## src/hdl/multi_sine_palette_pixel_unit_macros.svh

```systemverilog
// Assertion macros for the multi-sine palette pixel unit.
// Used by the top level; no other dependencies.
`ifndef MULTI_SINE_PALETTE_PIXEL_UNIT_MACROS_SVH
`define MULTI_SINE_PALETTE_PIXEL_UNIT_MACROS_SVH
`ifndef SYNTHESIS
`define MSP_ASSERT(label, clk, rst, prop) \
   label: assert property (@(posedge clk) disable iff (rst) prop) \
      else $error("msp: assertion failed");
`define MSP_ASSERT_NEVER(label, clk, rst, cond) \
   label: assert property (@(posedge clk) disable iff (rst) !(cond)) \
      else $error("msp: forbidden condition seen");
`else
`define MSP_ASSERT(label, clk, rst, prop)
`define MSP_ASSERT_NEVER(label, clk, rst, cond)
`endif
`endif

```

## src/hdl/msp_pkg.sv

```systemverilog
// Shared types, constants and the sine table function of the pixel unit.
// No dependencies.
package msp_pkg;

   localparam int unsigned PALETTE_DEPTH_DEFAULT    = 32;
   localparam int unsigned SINE_TABLE_DEPTH_DEFAULT = 1024;

   localparam logic [31:0] PI_Q30      = 32'd3373259426;
   localparam logic [30:0] DIV100_MULT = 31'd1374389535;
   localparam int unsigned DIV100_SHIFT = 37;
   localparam logic [24:0] PHASE_RECIP = 25'((64'd1 << 56) / 64'(PI_Q30));

   localparam int unsigned MAG_W   = 26;
   localparam int unsigned FREQ_W  = 16;
   localparam int unsigned WAVE_W  = 16;
   localparam int unsigned COLOR_W = 40;
   localparam int unsigned SLOT_W  = 5;

   localparam int unsigned LANE_STAGES = 9;

   localparam logic MODE_WRITE = 1'b0;
   localparam logic MODE_PIXEL = 1'b1;

   localparam logic [2:0] CSR_FREQ_ONE      = 3'd0;
   localparam logic [2:0] CSR_FREQ_TWO      = 3'd1;
   localparam logic [2:0] CSR_FREQ_THREE    = 3'd2;
   localparam logic [2:0] CSR_STRIP_LENGTH  = 3'd3;
   localparam logic [2:0] CSR_PALETTE_COUNT = 3'd4;

   typedef struct packed {
      logic               valid;
      logic               mode;
      logic [SLOT_W-1:0]  slot;
      logic [COLOR_W-1:0] color;
   } ctl_type;

   // Quarter-wave |sin| entry at the centre of bucket k, Q0.16.
   function automatic logic [WAVE_W-1:0] sine_entry(input int unsigned k,
                                                     input int unsigned log2_depth);
      logic [63:0]        x;
      logic [63:0]        term;
      logic signed [65:0] acc;
      logic [63:0]        q;
      x    = (64'(2 * k + 1) * 64'(PI_Q30)) >> (log2_depth + 2);
      term = x;
      acc  = $signed({2'b00, x});
      for (int n = 1; n <= 7; n++) begin
         term = (term * x) >> 30;
         term = (term * x) >> 30;
         term = term / 64'((2 * n) * (2 * n + 1));
         if (n[0]) begin
            acc = acc - $signed({2'b00, term});
         end else begin
            acc = acc + $signed({2'b00, term});
         end
      end
      if (acc < 0) begin
         acc = '0;
      end
      q = (acc[63:0] + 64'd8192) >> 14;
      return (q > 64'd65535) ? {WAVE_W{1'b1}} : q[WAVE_W-1:0];
   endfunction

endpackage

```

## src/hdl/msp_palette.sv

```systemverilog
// Palette memory with registered read that forms the result register.
// Depends on msp_pkg.
module msp_palette #(
   parameter int unsigned PALETTE_DEPTH = msp_pkg::PALETTE_DEPTH_DEFAULT
) (
   input  logic                               clock,
   input  logic                               reset,
   input  logic                               advance,
   input  msp_pkg::ctl_type                   ctl,
   input  logic [$clog2(PALETTE_DEPTH)-1:0]   read_index,
   output logic                               result_valid,
   output logic [msp_pkg::COLOR_W-1:0]        result_color
);

   localparam int unsigned AW = $clog2(PALETTE_DEPTH);

   logic [msp_pkg::COLOR_W-1:0] mem [PALETTE_DEPTH];
   logic [msp_pkg::COLOR_W-1:0] rd_ff;
   logic                        valid_ff, valid_in;
   logic                        wr_hit;

   assign wr_hit   = ctl.valid && (ctl.mode == msp_pkg::MODE_WRITE) &&
                     (9'(ctl.slot) < 9'(PALETTE_DEPTH));
   assign valid_in = ctl.valid && (ctl.mode == msp_pkg::MODE_PIXEL);

   always_ff @(posedge clock) begin
      if (advance) begin
         if (wr_hit) begin
            mem[AW'(ctl.slot)] <= ctl.color;
         end
         rd_ff <= mem[read_index];
      end
   end

   always_ff @(posedge clock) begin
      if (reset) begin
         valid_ff <= 1'b0;
      end else if (advance) begin
         valid_ff <= valid_in;
      end
   end

   assign result_valid = valid_ff;
   assign result_color = rd_ff;

endmodule

```

## config.mk

```make
export PLATFORM = sky130hd
export DESIGN_NAME = msp_palette
export DESIGN_NICKNAME = d
export VERILOG_FILES = /design/src/hdl/multi_sine_palette_pixel_unit_macros.svh /design/src/hdl/msp_pkg.sv /design/src/hdl/msp_palette.sv
export SDC_FILE = /design/constraint.sdc
export NUM_CORES = 1
export LEC_CHECK = 0
export BUFFER_PORTS_ARGS = -buffer_cell sky130_fd_sc_hd__buf_4
export CORE_MARGIN = 3
export CORE_UTILIZATION = 44
export CTS_CLUSTER_DIAMETER = 120
export DETAILED_ROUTE_END_ITERATION = 8
export PLACE_DENSITY = 0.69
export SLEW_MARGIN = 10
export SYNTH_ARGS = -nofsm -noshare
export SYNTH_HDL_FRONTEND = slang
export SYNTH_SLANG_ARGS = --single-unit
export TNS_END_PERCENT = 100
```

## constraint.sdc

```tcl
create_clock -name clock -period 6.2 [get_ports clock]
set_input_delay 1.24 -clock clock [delete_from_list [all_inputs] [get_ports clock]]
set_output_delay 1.24 -clock clock [all_outputs]
set_load 0.02 [all_outputs]
```

=== After elaboration in Yosys (flattened, before gate mapping) ===
Memory sizes are Yosys's and may differ from the RTL's. A register that Yosys moved wholly into a read port is not among the register bits.
Index checks and enable logic that the tools add are counted.

* Bits in registers: 1
* Latch bits: 0
* RAM bits: 1280
* Memory bits (read-only): 0
* Bits of input ports: 55
* Output and inout bits: 41
* Word-level logic and storage cells: 8
* Memories: 1

{| class="wikitable"
|+ Memory list
! memory !! words !! bits a word !! rd ports !! clocked after memory_dff !! wr ports !! RTL line !! RTL
|-
| mem || 32 || 40 || 1 || 1 || 1 || msp_palette.sv:17 || <nowiki>logic [msp_pkg::COLOR_W-1:0] mem [PALETTE_DEPTH];</nowiki>
|}

* Add/sub/neg operators: 0
* Multiply operators: 0
* Divide/modulo/power cells: 0
* Order comparisons: 0
* Equality and inequality tests: 0
* Shift operators: 0
* Mux-type cells: 3
* Bitwise logic cells: 1
* Reduce and logical (&&, ||, !) cells: 2

{| class="wikitable"
|+ Operators by type and width
! operator !! count
|-
| two-way mux 1 bit || 3
|-
| logical AND 1 bit || 2
|-
| NOT 1 bit || 1
|}

=== Longest topological paths before layout ===
* Depth after elaboration: 5
* Gate-level depth with buffers: 8
* Depth with buffers taken out: 5

=== Worst setup path after synthesis ===
No wires, ideal clock.

* Path type: input-to-reg
* Start: in ctl[45] in the netlist's numbering
* End: mem mem[12][0] in the netlist's numbering, enable pin
* Setup time: 0.437 ns
* Data arrival time: 3.599 ns
* Data required time: 5.763 ns
* Slack: 2.163 ns
* Stages: 4
* Path buffers: 1
* Path through: nand3b_1 -> or3_1 -> clkbuf_1 -> nor2_1

* Word-level cells in the longest chain between the ends: 5

{| class="wikitable"
|+ RTL lines
! element !! RTL line !! RTL
|-
| start, declared || msp_palette.sv:9 || <nowiki>input msp_pkg::ctl_type ctl,</nowiki>
|-
| NOT 1 bit || msp_palette.sv:22 || <nowiki>assign wr_hit = ctl.valid && (ctl.mode == msp_pkg::MODE_WRITE) &&</nowiki>
|-
| logical AND 1 bit || msp_palette.sv:22 ||
|-
| two-way mux 1 bit || msp_palette.sv:28 || <nowiki>if (wr_hit) begin</nowiki>
|-
| two-way mux 1 bit || msp_palette.sv:27 || <nowiki>if (advance) begin</nowiki>
|-
| two-way mux 1 bit (implied by the code) || msp_palette.sv:29 || <nowiki>mem[AW'(ctl.slot)] <= ctl.color;</nowiki>
|-
| end, declared || msp_palette.sv:17 ||
|}

No other way between the ends.

=== Worst setup path in the final report ===
* Start: in advance
* End: mem mem[23][8] in the netlist's numbering, enable pin

* Word-level cells in the longest chain between the ends: 2

{| class="wikitable"
|+ RTL lines
! element !! RTL line !! RTL
|-
| start, declared || msp_palette.sv:8 || <nowiki>input logic advance,</nowiki>
|-
| two-way mux 1 bit || msp_palette.sv:27 ||
|-
| two-way mux 1 bit (implied by the code) || msp_palette.sv:29 ||
|}

No other way between the ends.

==> impl_results.md <==
- Synth Area in Adders: 0%
- PostCTS Resize Cnt: 0
- Detail Placement HPWL: 65850 µm
- Final period utilization: 58.14%
- Synth warn: 0
- CTS Hold Buffers Added: 0
- Avg Inst Size Synth: around 18 µm²
- Initial drt markers: 2693
- Largest net degree at the start of global routing: 130
- Slew HR: 17.80%
- Worst reg2reg startpoint: mem[5][19]
- Post-synthesis mux area share: 12.56%
- Max VDD drop: about 0.27 mV
- Slowest cell on the critical path: nor2_4
- Top Ports: 96
- FF-to-FF End: result_color[19]
- Root buf cell: clkbuf_16
- Initial Util: between 40% and 50%
- Final hold viol count: 0
- # setup viols final: 0
- Number of global-route vias before repair: approximately 26k
- Clock slew at reported path FFs: 0.06 ns
- Hold Slack: 0.4720 ns
- PortBufs: 95
- Worst Reg-to-Reg Cells: 5
- Largest family of logic cells by synthesized area: multiplexers
- CTS Buffer Depth: 3
- Number of buffers created by CTS: 130
- Area of the die: 120100 µm²
- Seq/Total Area, Yosys: slightly below 80%
- Total of max-cap violations: 0
- Via count: 26.02k
- Pleak: 19.83 nW
- Mapped cell area: 51010 µm²
- Hold Startpoint: result_valid
- CORE AREA: 114700 µm²
- Power, Total: 18.25 mW
- First-pass GRT wire length: 173300 µm
- CP max stage delay: 1.19 ns
- Worst Path Required: 6.61 ns
- Skew final: 0.01743 ns
- Seq cells post-synth: 1321
- RSZ-0062 raised after global routing: no
- Die Wd: 346.5 µm
- CTS tree: done
- Drc violations: 0
- First drt pass iteration count: 5
- Slew Viols, Final: 0
- Die Ht: 346.5 µm
- Number of routed nets with antenna violations: 0
- Sink Count: 1321
- Setup CP Type: in -> reg
- WHS Path Cells: 2
- Crit end category: flop
- Final WS setup: 2.595 ns
- Worst Tran Pin Value: roughly 1.2 ns
- Worst reg2reg setup slack: 4.62 ns
- Critical Path, Cell by Cell: buf_4 -> nand3b_1 -> inv_1 -> nand3_1 -> nor2_4 -> buf_4
- Routed wire length: roughly 120000 µm
- Final GP Congestion: 0.7670
- Vias per inst: roughly 5.7
- DR WL/cell: 25.96 µm
- Achievable Freq: 277.4 MHz
- Element type at the critical path start: primary input
- Area Growth Syn to Fin: 12.97%
- Dpl ws: approximately 1.9 ns
- Crit path max fanout: 27
- Hold EP: result_valid
- Layout cells sized above 1: between 10% and 20%
- Synth Net Count: between 2k and 3k
- Xor/xnor share of the synthesized area: 0%
- Worst Path Arrival: 4.02 ns
- H-tree Lvls: 4
- Simple-gate share of the synthesized area: around 3.0%
- Post-Synthesis Cells: 2820
- GRT Total Usage: 19.44%
- Minimum clock period: 3.605 ns
- Worst skew pair latency: 0.73 ns
- Power per cell area: 316.7 nW/µm²
- Setup total negative slack: 0 ns
- Post-CTS setup buffer count: 0
- Complex-gate fraction of the synthesized area: 4.817%
- Hold crit path type: reg -> reg
- Initial antenna violation count: 3
- Status: finished clean
- Row cnt: 124
- Fin nets: between 3k and 4k
- Most used cell, CP: buf_4
- Distinct cell type count after synthesis: 27
- Global route overflow: 0
[synthesized netlist by cell type, drive strengths merged]
| cell | instances | area, µm² |
|---|---|---|
| edfxtp | 1320 | 39640 |
| mux2i | 640 | 6406 |
| nand2 | 123 | 461.7 |
| nand3 | 123 | 615.6 |
| a21oi | 121 | 605.6 |
| a22oi | 120 | 900.9 |
| buf | 94 | 703.2 |
| a22o | 80 | 700.7 |
| clkbuf | 66 | 259.0 |
| a31oi | 40 | 250.2 |
| nor3 | 40 | 200.2 |
| nor2 | 35 | 133.9 |
| nand3b | 5 | 37.54 |
| nand2b | 3 | 18.77 |
| nor2b | 2 | 12.51 |
| or3 | 2 | 12.51 |
| or3b | 2 | 17.52 |
| and2 | 1 | 6.260 |
| dfxtp | 1 | 20.02 |
| inv | 1 | 3.750 |
| or2 | 1 | 6.260 |
[flip-flops by register name, indices dropped and copies added (netlist names)]
register,flops
mem,1280
result_color,40
result_valid,1
[critical path: cells and delay by family]
kind	cells	cell delay, ns
buffers and inverters	3	0.79
AND/OR/NAND/NOR	3	1.94
[metrics by stage]
stage               instances  utilization, %  cell area (µm²)
finish                   4562           50.26            57630
global route             4561           50.26            57630
CTS                      4561           50.26            57630
detailed placement       4338           46.79            53650
global placement         4338           46.79            53650
floorplan                2820               -            51010
[per-layer routing]
layer | wire length (µm) | track usage, %
met1 | 50560 | 27.45
met2 | 57200 | 31.34
met3 | 8141 | 3.328
met4 | 2468 | 5.351
met5 | 43 | 0
[where the power goes]
part	total [mW]	switching, mW	internal [mW]
sequential	9.92	0.0253	9.89
clock	7.44	3.22	4.22
combinational	0.896	0.600	0.295
total	18.3	3.85	14.4
[placed cells by master (no fill, tap or decap), types with 15 or more instances in the layout]
cell,synthesis,layout
edfxtp_1,1320,1320
mux2i_1,640,640
buf_4,23,150
clkbuf_16,0,134
nand3_1,123,123
nand2_1,123,122
a21oi_1,121,121
a22oi_1,120,120
a22o_1,80,80
nor3_1,40,40
a31oi_1,40,40
nor2_4,0,33
clkinv_1,0,29
clkbuf_1,63,27
buf_12,0,15
[area by class of cell]
type                            instances  area [µm²]
Inverter                                1       3.754
Clock buffer                          161        3455
Tap cell                             1512        1892
Clock inverter                         62       519.2
Fill cell                            9063       57030
Timing Repair Buffer                  166        1441
Multi-Input combinational cell       1338       10660
Sequential cell                      1321       39660
Antenna cell                            1       2.502
[how the worst max path moves through the flow]
stage                     startpoint     endpoint  slack, ns  depth (start not counted)
after floorplan              ctl[45]   mem[12][0]       2.16                          4
after global placement       advance  mem[23][13]       1.95                          6
final                        advance   mem[23][8]       2.60                          6
after CTS                    advance   mem[23][8]       2.65                          6
after global routing         advance  mem[23][13]       2.45                          6
after detailed placement     advance  mem[23][17]       1.89                          6
[logic make-up after synthesis]
logic type / Yosys count
buf+inv: 161
simple gates: 337
mux: 640
flops: 1321
compound gates: 361
Power figures use the tool's default switching activity.
